[config.mk]
export PLATFORM = sky130hd
export DESIGN_NAME = tick_led_sequencer_tone_generator_unit
export DESIGN_NICKNAME = d
export VERILOG_FILES = /design/src/hdl/tlst_pkg.sv /design/src/hdl/tick_led_sequencer_tone_generator_unit.sv /design/src/hdl/tlst_regs.sv
export SDC_FILE = /design/constraint.sdc
export NUM_CORES = 1
export LEC_CHECK = 0
export BUFFER_PORTS_ARGS = -buffer_cell sky130_fd_sc_hd__buf_2
export CAP_MARGIN = 20
export CORE_UTILIZATION = 25
export DETAILED_ROUTE_END_ITERATION = 8
export SYNTH_ARGS = -nofsm -noshare
export SYNTH_HDL_FRONTEND = slang
export SYNTH_SLANG_ARGS = --single-unit
[constraint.sdc]
create_clock -name i_clk -period 6.1 [get_ports i_clk]
set_input_delay 0.61 -clock i_clk [delete_from_list [all_inputs] [get_ports i_clk]]
set_output_delay 0.61 -clock i_clk [all_outputs]
set_load 0.02 [all_outputs]
[src/hdl/tlst_pkg.sv]
// shared types and reset values for the tick led sequencer tone generator
package tlst_pkg;

    // register file layout
    localparam int unsigned RegCount   = 5;
    localparam int unsigned AddrWidth  = 5;
    localparam int unsigned DataWidth  = 32;

    // register indexes
    localparam logic [2:0] REG_PHASE_TICKS = 3'd0;
    localparam logic [2:0] REG_BLINK_TICKS = 3'd1;
    localparam logic [2:0] REG_HOLD_TICKS  = 3'd2;
    localparam logic [2:0] REG_PITCH_LOW   = 3'd3;
    localparam logic [2:0] REG_PITCH_HIGH  = 3'd4;

    // reset values
    localparam logic [15:0] PHASE_TICKS_RST = 16'd3000;
    localparam logic [15:0] BLINK_TICKS_RST = 16'd10000;
    localparam logic [7:0]  HOLD_TICKS_RST  = 8'd50;
    localparam logic [31:0] PITCH_LOW_RST   = 32'h1C1E_2226;
    localparam logic [31:0] PITCH_HIGH_RST  = 32'h1214_1619;

    // drive bit masks
    localparam logic [4:0] TONE_BIT       = 5'h10;
    localparam logic [4:0] BLINK_LEFT     = 5'h08;
    localparam logic [4:0] BLINK_RIGHT    = 5'h01;
    localparam logic [2:0] PITCH_MAX      = 3'd7;

    // configuration seen by the datapath
    typedef struct packed {
        logic [15:0] phase_ticks;
        logic [15:0] blink_ticks;
        logic [7:0]  hold_ticks;
        logic [31:0] pitch_low;
        logic [31:0] pitch_high;
    } t_cfg;

endpackage

[src/hdl/tick_led_sequencer_tone_generator_unit.sv]
// Tick LED sequencer and tone generator. Each input transaction is one timer
// tick with the up, down and sound enable buttons; it advances the three-phase
// rotator, the two-side blinker, the pitch selector and the square-wave tone
// and yields one result transaction (port_value, pitch_index) on the next
// cycle from the result register. One tick is taken every cycle:
// a new tick is accepted whenever the result register is empty or its result
// is being taken in the same cycle, so o_stall only follows i_stall while a
// result waits. Configuration goes through the APB port and must be written
// only while no tick is in flight; the block itself does not enforce this.
module tick_led_sequencer_tone_generator_unit
    import tlst_pkg::*;
(
    input  logic                 i_clk,
    input  logic                 i_rst_n,
    // tick channel
    input  logic                 i_valid,
    output logic                 o_stall,
    input  logic                 i_button_up,
    input  logic                 i_button_down,
    input  logic                 i_sound_enable,
    // result channel
    output logic                 o_valid,
    input  logic                 i_stall,
    output logic [4:0]           o_port_value,
    output logic [2:0]           o_pitch_index,
    // configuration
    input  logic                 psel,
    input  logic                 penable,
    input  logic                 pwrite,
    input  logic [AddrWidth-1:0] paddr,
    input  logic [DataWidth-1:0] pwdata,
    output logic [DataWidth-1:0] prdata,
    output logic                 pready
);

    typedef enum logic [1:0] {
        SEL_IDLE = 2'd0,
        SEL_UP   = 2'd1,
        SEL_DOWN = 2'd2,
        SEL_WAIT = 2'd3
    } t_sel;

    t_cfg        w_cfg;
    logic        w_acc;

    logic [1:0]  r_phase, n_phase;
    logic [15:0] r_rot_cnt, n_rot_cnt;
    logic        r_side, n_side;
    logic [15:0] r_blink_cnt, n_blink_cnt;
    t_sel        r_sel, n_sel;
    logic [7:0]  r_hold_cnt, n_hold_cnt;
    logic [2:0]  r_pitch_sel, n_pitch_sel;
    logic        r_tone_high, n_tone_high;
    logic [7:0]  r_tone_cnt, n_tone_cnt;
    logic        r_out_valid;
    logic [4:0]  r_port_value, n_port_value;
    logic [2:0]  r_pitch_index;
    logic [31:0] w_word;
    logic [7:0]  w_half;

    tlst_regs u_regs (
        .i_clk   (i_clk),
        .i_rst_n (i_rst_n),
        .psel    (psel),
        .penable (penable),
        .pwrite  (pwrite),
        .paddr   (paddr),
        .pwdata  (pwdata),
        .prdata  (prdata),
        .pready  (pready),
        .o_cfg   (w_cfg)
    );

    // handshake: take a tick unless a result is held back
    assign o_stall = r_out_valid & i_stall;
    assign w_acc   = i_valid & ~o_stall;

    // rotator
    always_comb begin
        n_phase   = r_phase;
        n_rot_cnt = r_rot_cnt;
        if (r_phase == 2'd3) begin
            n_phase = 2'd0;
        end else if (r_rot_cnt == w_cfg.phase_ticks) begin
            n_phase   = (r_phase == 2'd2) ? 2'd0 : r_phase + 2'd1;
            n_rot_cnt = '0;
        end
        n_rot_cnt = n_rot_cnt + 16'd1;
    end

    // blinker
    always_comb begin
        n_side      = r_side;
        n_blink_cnt = r_blink_cnt;
        if (r_blink_cnt == w_cfg.blink_ticks) begin
            n_side      = ~r_side;
            n_blink_cnt = '0;
        end
        n_blink_cnt = n_blink_cnt + 16'd1;
    end

    // pitch selector: transition, then the action of the new state
    always_comb begin
        n_sel       = r_sel;
        n_hold_cnt  = r_hold_cnt;
        n_pitch_sel = r_pitch_sel;
        case (r_sel)
            SEL_IDLE: begin
                if (i_button_up && !i_button_down) begin
                    n_sel = SEL_UP;
                end else if (i_button_down && !i_button_up) begin
                    n_sel = SEL_DOWN;
                end
            end
            SEL_UP, SEL_DOWN: n_sel = SEL_WAIT;
            default: begin
                if (r_hold_cnt >= w_cfg.hold_ticks && !i_button_up && !i_button_down) begin
                    n_sel = SEL_IDLE;
                end
            end
        endcase
        case (n_sel)
            SEL_IDLE: n_hold_cnt = '0;
            SEL_UP: begin
                if (r_pitch_sel != PITCH_MAX) begin
                    n_pitch_sel = r_pitch_sel + 3'd1;
                end
            end
            SEL_DOWN: begin
                if (r_pitch_sel != 3'd0) begin
                    n_pitch_sel = r_pitch_sel - 3'd1;
                end
            end
            default: n_hold_cnt = r_hold_cnt + 8'd1;
        endcase
    end

    // tone, half period from the updated pitch
    assign w_word = n_pitch_sel[2] ? w_cfg.pitch_high : w_cfg.pitch_low;
    assign w_half = w_word[{n_pitch_sel[1:0], 3'b000} +: 8];

    always_comb begin
        n_tone_high = r_tone_high;
        n_tone_cnt  = r_tone_cnt;
        if (r_tone_cnt == w_half) begin
            if (r_tone_high) begin
                n_tone_high = 1'b0;
                n_tone_cnt  = '0;
            end else if (i_sound_enable) begin
                n_tone_high = 1'b1;
                n_tone_cnt  = '0;
            end
        end
        n_tone_cnt = n_tone_cnt + 8'd1;
    end

    // combined drive bits
    always_comb begin
        n_port_value = {2'b00, 3'b001 << n_phase};
        n_port_value = n_port_value | (n_side ? BLINK_RIGHT : BLINK_LEFT);
        if (n_tone_high) begin
            n_port_value = n_port_value | TONE_BIT;
        end
    end

    // machine state
    always_ff @(posedge i_clk) begin
        if (!i_rst_n) begin
            r_phase     <= 2'd0;
            r_rot_cnt   <= '0;
            r_side      <= 1'b0;
            r_blink_cnt <= '0;
            r_sel       <= SEL_IDLE;
            r_hold_cnt  <= '0;
            r_pitch_sel <= '0;
            r_tone_high <= 1'b1;
            r_tone_cnt  <= '0;
        end else if (w_acc) begin
            r_phase     <= n_phase;
            r_rot_cnt   <= n_rot_cnt;
            r_side      <= n_side;
            r_blink_cnt <= n_blink_cnt;
            r_sel       <= n_sel;
            r_hold_cnt  <= n_hold_cnt;
            r_pitch_sel <= n_pitch_sel;
            r_tone_high <= n_tone_high;
            r_tone_cnt  <= n_tone_cnt;
        end
    end

    // result register
    always_ff @(posedge i_clk) begin
        if (!i_rst_n) begin
            r_out_valid <= 1'b0;
        end else if (w_acc) begin
            r_out_valid <= 1'b1;
        end else if (!i_stall) begin
            r_out_valid <= 1'b0;
        end
    end

    always_ff @(posedge i_clk) begin
        if (w_acc) begin
            r_port_value  <= n_port_value;
            r_pitch_index <= n_pitch_sel;
        end
    end

    assign o_valid       = r_out_valid;
    assign o_port_value  = r_port_value;
    assign o_pitch_index = r_pitch_index;

    // an accepted tick always leaves a result behind
    a_acc_gives_result: assert property (@(posedge i_clk) disable iff (!i_rst_n)
        w_acc |=> o_valid)
        else $error("accepted tick produced no result");

    // the shown pitch matches the selector state
    a_pitch_matches: assert property (@(posedge i_clk) disable iff (!i_rst_n)
        o_valid |-> (o_pitch_index == r_pitch_sel))
        else $error("result pitch differs from selector state");

    // pitch moves by at most one step per tick
    a_pitch_step: assert property (@(posedge i_clk) disable iff (!i_rst_n)
        w_acc |-> (n_pitch_sel == r_pitch_sel || n_pitch_sel == r_pitch_sel + 3'd1
                   || n_pitch_sel == r_pitch_sel - 3'd1))
        else $error("pitch jumped by more than one step");

endmodule

[src/hdl/tlst_regs.sv]
// apb configuration register file
module tlst_regs
    import tlst_pkg::*;
(
    input  logic                 i_clk,
    input  logic                 i_rst_n,
    input  logic                 psel,
    input  logic                 penable,
    input  logic                 pwrite,
    input  logic [AddrWidth-1:0] paddr,
    input  logic [DataWidth-1:0] pwdata,
    output logic [DataWidth-1:0] prdata,
    output logic                 pready,
    output t_cfg                 o_cfg
);

    logic       w_wr;
    logic [2:0] w_idx;
    t_cfg       r_cfg;

    assign pready = 1'b1;
    assign w_wr   = psel & penable & pwrite;
    assign w_idx  = paddr[AddrWidth-1:2];

    // register writes
    always_ff @(posedge i_clk) begin
        if (!i_rst_n) begin
            r_cfg.phase_ticks <= PHASE_TICKS_RST;
            r_cfg.blink_ticks <= BLINK_TICKS_RST;
            r_cfg.hold_ticks  <= HOLD_TICKS_RST;
            r_cfg.pitch_low   <= PITCH_LOW_RST;
            r_cfg.pitch_high  <= PITCH_HIGH_RST;
        end else if (w_wr) begin
            case (w_idx)
                REG_PHASE_TICKS: r_cfg.phase_ticks <= pwdata[15:0];
                REG_BLINK_TICKS: r_cfg.blink_ticks <= pwdata[15:0];
                REG_HOLD_TICKS:  r_cfg.hold_ticks  <= pwdata[7:0];
                REG_PITCH_LOW:   r_cfg.pitch_low   <= pwdata;
                REG_PITCH_HIGH:  r_cfg.pitch_high  <= pwdata;
                default: ;
            endcase
        end
    end

    // read mux
    always_comb begin
        case (w_idx)
            REG_PHASE_TICKS: prdata = {16'd0, r_cfg.phase_ticks};
            REG_BLINK_TICKS: prdata = {16'd0, r_cfg.blink_ticks};
            REG_HOLD_TICKS:  prdata = {24'd0, r_cfg.hold_ticks};
            REG_PITCH_LOW:   prdata = r_cfg.pitch_low;
            REG_PITCH_HIGH:  prdata = r_cfg.pitch_high;
            default:         prdata = '0;
        endcase
    end

    assign o_cfg = r_cfg;

endmodule

==> results of run 1 <==
==> tightest hold or removal path, stage by stage <==
cell	delay [ps]
buf_2	90
nand2_1	40
nand3_1	60
==> logic make-up after synthesis <==
group                      Yosys count
buffers and inverters              100
AOI/OAI and AO/OA                  258
other                                1
and+or+nand+nor                    497
DFF                                170
muxes                               39
adders and majority gates           21
xor gates and xnor gates            62
==> timing repair <==
action                                 CTS  global route
gates resized for setup                  0            28
endpoints found under the hold margin    0             0
hold buffers                             0             0
setup endpoints to repair                0             4
buffers inserted                         0             5
==> metrics by stage <==
| stage | setup slack (ps) | TNS (ps) |
|---|---|---|
| 3_3_place_gp | 111 | 0 |
| 6_report | 293 | 0 |
| 3_5_place_dp | 111 | 0 |
| 4_1_cts | 61.7 | 0 |
| 5_1_grt | -23.5 | -27.5 |
| 2_1_floorplan | 279 | 0 |
==> layout make-up <==
| class | instances | area, um^2 |
|---|---|---|
| fill | 3759 | 24700 |
| sequential | 170 | 3480 |
| inverter | 27 | 105 |
| tap | 461 | 577 |
| antenna | 2 | 5.00 |
| timing repair buffer | 118 | 691 |
| multi-input combinational | 878 | 5310 |
| clock buffer | 19 | 464 |
| clock inverter | 13 | 143 |
==> routing by layer <==
| layer | track usage [%] | share of wire (%) | vias up | wire [um] |
|---|---|---|---|---|
| met5 | 0 | 0.034 | - | 10 |
| met4 | 5.19 | 2.2 | 2 | 654 |
| met3 | 3.01 | 5.5 | 40 | 1600 |
| met2 | 24.6 | 45 | 225 | 13200 |
| met1 | 21.4 | 47 | 4078 | 13600 |
| li1 | - | - | 4127 | - |
==> cells in the mapped netlist (all sizes together) (3+ instances only) <==
cell type  instances
a21oi             96
edfxtp             8
a32oi              5
a31oi             15
nor3               3
a211oi            12
nand4             16
nand3             57
a22oi             21
xnor2             46
and3              13
a21o               8
nor4               6
dfxtp            162
xor2              16
or2                5
o22ai             10
o21ai             36
a311o              3
mux2               3
ha                20
a2111oi            5
inv               26
nand2            280
nor2b             11
nor2              70
and2              11
nand3b             7
buf               10
a22o              18
or3                3
o211ai             8
a21boi             5
and4               5
clkbuf            63
a221oi             4
mux2i             35
==> sequential cells by signal (all words and copies together) (netlist names) <==
register / cells
o_pitch_index: 3
o_port_value: 5
o_valid: 1
r_blink_cnt: 16
r_hold_cnt: 8
r_phase: 2
r_pitch_sel: 3
r_rot_cnt: 16
r_sel: 2
r_side: 1
r_tone_cnt: 8
r_tone_high: 1
u_regs.o_cfg: 104
==> worst max-delay path by stage <==
stage / start / to / slack, ps / depth (start not counted)
floorplan: r_hold_cnt[0]$_SDFFE_PN0P_ / r_tone_cnt[6]$_SDFFE_PN0P_ / 280 / 30
global placement: r_hold_cnt[0]$_SDFFE_PN0P_ / r_tone_cnt[6]$_SDFFE_PN0P_ / 110 / 26
detailed placement: r_hold_cnt[0]$_SDFFE_PN0P_ / r_tone_cnt[6]$_SDFFE_PN0P_ / 110 / 26
CTS: r_hold_cnt[0]$_SDFFE_PN0P_ / r_tone_cnt[6]$_SDFFE_PN0P_ / 60 / 26
global route: r_hold_cnt[0]$_SDFFE_PN0P_ / r_tone_cnt[6]$_SDFFE_PN0P_ / -20 / 29
finish: r_hold_cnt[0]$_SDFFE_PN0P_ / r_tone_cnt[6]$_SDFFE_PN0P_ / 290 / 28
==> power by group <==
group          leakage [nW]  internal (mW)  switching, mW  total, mW
Combinational          2.39          0.244          0.374      0.618
Sequential             1.38           1.14         0.0221       1.16
Clock                 0.303          0.617          0.508       1.12
Total                  4.07           2.00          0.903       2.91
==> flow_summary_export.csv, run 1 <==
group,metric,value,unit
layout,instances_no_fill,1688,
worst_setup_path,r2r_slack,290,ps
worst_setup_path,r2r-start,"r_hold_cnt[0]$_SDFFE_PN0P_",
timing,final_hold_viol_count,0,
global_route,grt_pass1_vias,7858,
logic_synthesis,yosys-top-cells-area,"dfxtp_1 (36%), nand2_1 (12%), a21oi_1 (5.3%), xnor2_1 (4.5%), mux2i_1 (3.9%)",
worst_setup_path,critPathTopFamily,"compound AO/OA/AOI/OAI gates",
hold_path,holdCritStartpoint,"pwdata[27]",
worst_setup_path,worst-path-max-fanout,17,
logic_synthesis,synth_mux_area_share,4.51,%
logic_synthesis,synth_cell_types,71,
global_route,grt_start_max_net_pins,80,
drt,drt.antenna.violating_nets,0,
timing,clock_skew,14.3,ps
place,port_buffers,86,
floorplan,fp-row-count,69,
logic_synthesis,synth-simple-area-share,24.8,%
cts,cts_made_buffers,17,
drt,drt-initial-drc-count,736,
worst_setup_path,rr_endpoint,"r_tone_cnt[6]$_SDFFE_PN0P_",
logic_synthesis,synth_top_area_share,36.0,%
logic_synthesis,yosys_most_used_dff,"dfxtp_1",
worst_setup_path,path_buf_inv,3,
layout,finalInstanceArea,10800,um^2
layout,fin_nets,1279,
floorplan,core,35500,um^2
power,p_per_area,270,nW/um^2
hold_path,hold_path_end,"u_regs.o_cfg[59]$_SDFFE_PN1P_",
worst_setup_path,crit_path_start_kind,"flop",
floorplan,io_pins,90,
global_route,track_usage,15.7,%
cts,cts.sinks,170,
worst_setup_path,max_stage_delay,530,ps
layout,layout_common_cells,"nand2_1 (280), dfxtp_1 (161), a21oi_1 (93)",
logic_synthesis,synth_compound_area_share,18.7,%
place,dp_cells,1649,
worst_setup_path,setup.worst_path.end_class,"flop",
logic_synthesis,syn-cell-area,9010,um^2
layout,area_growth_syn_to_layout,19.6,%
logic_synthesis,synth-seq-cells,170,
power,leakage,4.07,nW
worst_setup_path,cp_common_cell,"a21o_1",
logic_synthesis,seq_area_frac_synth,38.7,%
cts,cts_tree,"done",
place,gp_congestion,0.907,
floorplan,fp.dieH,192,um
logic_synthesis,synth_nets,1215,
worst_setup_path,path_class,"flop to flop",
timing,finalCritPeriodShare,95.2,%
timing,fin_hold_ws,406,ps
logic_synthesis,synthAdderAreaFrac,2.89,%
drt,post_drt_wl_per_cell,17.2,um
logic_synthesis,synth_top_family_by_area,"simple AND/OR/NAND/NOR gates",
timing,max_freq,172,MHz
logic_synthesis,synthXorXnorAreaFrac,6.03,%
cts,cts-root-buf,"clkbuf_16",
global_route,grt-ovfl-total,0,
run_status,outcome,"finished clean",
cts,cts_buffer_depth,2,
cts,clkTransAtPathRegs,70,ps
drt,dr.pass1.iters,5,
logic_synthesis,async_flop_share,0,%
logic_synthesis,yosys_warnings,0,
timing,tightest_slew,1190,ps
timing,final_max_slew_viol_count,0,
job,drv_cap,0,
global_route,grt_pass1_wl,44500,um
worst_setup_path,r2r_cells,28,
worst_setup_path,cp.required,6450,ps
logic_synthesis,synth_area_leader_cell,"dfxtp_1",
logic_synthesis,syn_area_per_cell,7.85,um^2
drt,via_per_inst,5.02,
layout,final_common_cell,"nand2_1",
hold_path,worstHoldPathCells,3,
worst_setup_path,cpMaxStageDelayCell,"or4b_4",
cts,insertion_delay,440,ps
timing,timing.slew.headroom,19.7,%
drt,route.detailed.drc,0,
layout,drive_gt1_share,16.3,%
global_route,antenna_found_initial,3,
logic_synthesis,postSynthCellCount,1148,
floorplan,die_w,192,um
place,place_area,9980,um^2
power,ir_worst_vdd,0.160,mV
floorplan,dieArea,36800,um^2
drt,vias,8472,
cts,h-tree-depth,4,
floorplan,initial_core_util,25.4,%
timing,fin_crit,5810,ps
timing,setup_viol,0,
drt,drt_wl_total,29100,um
hold_path,hp-class,"primary input to flop",
logic_synthesis,synth_edf_count,8,
power,finalPower,2.91,mW
layout,fin_util,30.4,%
place,dp_hpwl,20900,um
worst_setup_path,cp.arrival,6150,ps
Note: power is estimated with default switching activity, not from simulation.
==> inputs of run 2 (changes only) <==
--- a/config.mk
+++ b/config.mk
@@ -5,10 +5,12 @@
 export SDC_FILE = /design/constraint.sdc
 export NUM_CORES = 1
 export LEC_CHECK = 0
+export ABC_AREA = 1
 export BUFFER_PORTS_ARGS = -buffer_cell sky130_fd_sc_hd__buf_2
 export CAP_MARGIN = 20
 export CORE_UTILIZATION = 25
 export DETAILED_ROUTE_END_ITERATION = 8
+export PLACE_DENSITY = 0.41
 export SYNTH_ARGS = -nofsm -noshare
 export SYNTH_HDL_FRONTEND = slang
 export SYNTH_SLANG_ARGS = --single-unit
==> constraint.sdc (replaced) <==
create_clock -name i_clk -period 6.1 [get_ports i_clk]
set_input_delay 1.525 -clock i_clk [delete_from_list [all_inputs] [get_ports i_clk]]
set_output_delay 1.525 -clock i_clk [all_outputs]
set_load 0.02 [all_outputs]
==> run 2 against run 1 <==
  * The run now ends with design-rule violations left
  * Non-clock buffer count shrank 14
  * Clock skew decreased by 1.9 ps
  * Critical path depth is 19 lower
  * Sequential power hardly changed
  * Count of clock-buffer cells in the layout shrank 1
  * Fmax up 13%
  * Largest cell class unchanged
  * Worst setup slack improved by 660 ps
  * Via count increased by 1.6%
==> flow_summary_export.csv, run 2 <==
group,metric,value,unit
timing,setup_slack,952,ps
global_route,grt_pass1_wl,46800,um
timing,clock_skew,12.4,ps
worst_setup_path,cp.required,4580,ps
cts,clkTransAtPathRegs,70,ps
logic_synthesis,synth_nets,1380,
drt,drt.antenna.violating_nets,0,
worst_setup_path,worstPathCellList,"buf_2 > nor2_1 > inv_1 > nor2_1 > inv_1 > o22ai_1 > a221oi_1 > o21ai_0 > buf_2",
logic_synthesis,syn-cell-area,9080,um^2
logic_synthesis,seq_area_frac_synth,38.4,%
run_status,failed_checks,"design-rule violations",
floorplan,dieArea,37100,um^2
cts,post_cts_buffers,0,
logic_synthesis,yosys-top-cells-area,"dfxtp_1 (36%), nand2_1 (10%), inv_1 (7.1%), nand3_1 (6.8%), o21ai_0 (6.3%)",
global_route,track_usage,16.7,%
cts,insertion_delay,440,ps
worst_setup_path,r2r_slack,1510,ps
place,dp_hpwl,21300,um
timing,fin_crit,5150,ps
worst_setup_path,setup.worst_path.end_class,"primary output",
place,gp_congestion,0.814,
layout,drive_gt1_share,12.0,%
worst_setup_path,worst-path-max-fanout,16,
worst_setup_path,rr_endpoint,"r_tone_cnt[6]$_SDFFE_PN0P_",
floorplan,die_w,193,um
cts,h-tree-depth,4,
drt,vias,8606,
drt,drt_wl_total,30100,um
cts,cts_buffer_depth,2,
floorplan,io_pins,90,
power,ir_worst_vdd,0.213,mV
job,drv_cap,0,
worst_setup_path,max_stage_delay,590,ps
cts,cts-root-buf,"clkbuf_16",
logic_synthesis,synth_cell_types,49,
drt,drt-initial-drc-count,584,
global_route,grtUsageMet1,22.9,%
drt,route.detailed.drc,12,
global_route,grt-ovfl-total,0,
timing,timing.slew.headroom,35.4,%
logic_synthesis,yosys_most_used_dff,"dfxtp_1",
global_route,grt_start_max_net_pins,66,
logic_synthesis,synth-seq-cells,170,
layout,area_growth_syn_to_layout,15.9,%
logic_synthesis,synth_area_leader_cell,"dfxtp_1",
worst_setup_path,path_buf_inv,4,
floorplan,core,35700,um^2
hold_path,hp-class,"flop to flop",
worst_setup_path,cp.arrival,3620,ps
global_route,grt.busiest_layer,"met2",
timing,final_hold_viol_count,0,
floorplan,fp.dieH,193,um
layout,fin_nets,1443,
drt,post_drt_wl_per_cell,16.2,um
logic_synthesis,synth_top_area_share,35.7,%
logic_synthesis,postSynthCellCount,1313,
run_status,outcome,"complete, but fails checks",
drt,dr.pass1.iters,7,
floorplan,initial_core_util,25.5,%
cts,cts_made_buffers,17,
cts,cts_hold_buf,0,
timing,setup_viol,0,
timing,finalCritPeriodShare,84.4,%
cts,cts.sinks,170,
layout,layout_common_cells,"nand2_1 (247), inv_1 (172), dfxtp_1 (162)",
place,port_buffers,86,
hold_path,hold_path_end,"u_regs.o_cfg[11]$_SDFFE_PN0P_",
layout,final_common_cell,"nand2_1",
timing,final_max_slew_viol_count,0,
timing,max_freq,194,MHz
logic_synthesis,syn_area_per_cell,6.92,um^2
power,leakage,4.42,nW
place,dpl_worst_slack,785,ps
timing,grt_setup_unrepaired,"no",
cts,cts_tree,"done",
hold_path,holdCritStartpoint,"u_regs.o_cfg[11]$_SDFFE_PN0P_",
worst_setup_path,path_class,"primary input to primary output",
logic_synthesis,synth_most_common_cell,"nand2_1",
layout,n_antenna_cell,0,
place,dp_cells,1818,
global_route,grt_use_met3,2.78,%
logic_synthesis,synth_commonest_cells,"nand2_1 (247), inv_1 (172), dfxtp_1 (162)",
logic_synthesis,yosys_warnings,0,
global_route,use_met2,26.9,%
drt,via_per_inst,4.65,
worst_setup_path,r2r-start,"u_regs.o_cfg[71]$_SDFFE_PN0P_",
floorplan,fp-row-count,69,
cts,ctsResizeCount,0,
timing,fin_setup_tns,0,ps
logic_synthesis,async_flop_share,0,%
power,p_per_area,294,nW/um^2
global_route,antenna_found_initial,0,
worst_setup_path,cpMaxStageDelayCell,"a221oi_1",
layout,instances_no_fill,1850,
hold_path,worstHoldPathCells,2,
worst_setup_path,crit_path_start_kind,"primary input",
timing,tightest_slew,967,ps
layout,num-fill-cells,3988,
logic_synthesis,synth_edf_count,8,
worst_setup_path,r2r_cells,31,
worst_setup_path,critPathTopFamily,"compound AO/OA/AOI/OAI gates",
layout,largest_reg_flops,104,
global_route,grt_pass1_vias,8127,
## run 2: cell count changes in the layout (fill, tap and decap cells not counted), moves of 33 or more
| cell | previous run | this run |
|---|---|---|
| nand3_1 | 56 | 124 |
| o21ai_0 | 34 | 115 |
| inv_1 | 22 | 172 |
| mux2i_1 | 35 | 0 |
| nor2_1 | 67 | 106 |
| nand2_1 | 280 | 247 |
## run 2: logic make-up (layout without fill, tap and decap cells)
logic type | count (synthesis) | in the layout | share of synthesized area (%)
other | 1 | 1 | 0.0413
AND/OR/NAND/NOR | 557 | 557 | 27.4
flip-flops | 170 | 170 | 38.4
buffers and inverters | 243 | 319 | 10.7
XOR/XNOR | 25 | 25 | 2.41
AO/OA/AOI/OAI | 297 | 297 | 18.3
adder cells (fa/ha/maj) | 20 | 20 | 2.76
## run 2: where the power goes
part	internal [mW]	switching, mW
Clock	0.543	0.516
Sequential	1.15	0.0186
Combinational	0.253	0.615
## run 2: worst max-delay path by stage
stage,slack (ps),cells after the start,startpoint,endpoint
global route,810,30,i_button_down,r_tone_cnt[6]$_SDFFE_PN0P_
detailed placement,790,30,i_button_down,r_tone_cnt[6]$_SDFFE_PN0P_
global placement,830,30,i_button_down,r_tone_cnt[6]$_SDFFE_PN0P_
finish,950,9,paddr[3],prdata[7]
floorplan,1640,6,paddr[3],prdata[16]
CTS,1030,9,paddr[3],prdata[7]
## run 2: layer usage
metal	part of all wire (%)	wire length, um
met5	0	0
met1	49	14800
met3	3.8	1140
met2	46	13700
met4	1.4	409
## run 2: cell type report
type,instances,area (um^2),share of cell area [%]
clock buffer,18,439,4.17
clock inverter,14,115,1.09
inverter,183,687,6.53
multi-input combinational,900,4650,44.2
sequential,170,3480,33.1
tap,461,577,5.48
timing repair buffer,104,568,5.40
## run 2: per-stage QoR
step | hold slack, ps | cell area (um^2) | total power, mW | utilization, %
after floorplan | 445 | 9080 | 1.84 | -
after global placement | 469 | 9970 | 2.07 | 28.0
after detailed placement | 475 | 9970 | 2.07 | 28.0
after CTS | 485 | 10500 | 3.15 | 29.5
after global routing | 499 | 10500 | 3.29 | 29.5
final | 483 | 10500 | 3.09 | 29.5
## run 2: worst register-to-register path, delay by kind of cell, from the launching register on
family / cells / cell delay [ps]
compound gates: 2 / 430
xor+xnor: 1 / 120
fa+ha+maj: 3 / 820
buf+inv: 5 / 550
flops: 1 / 310
simple gates: 20 / 2230
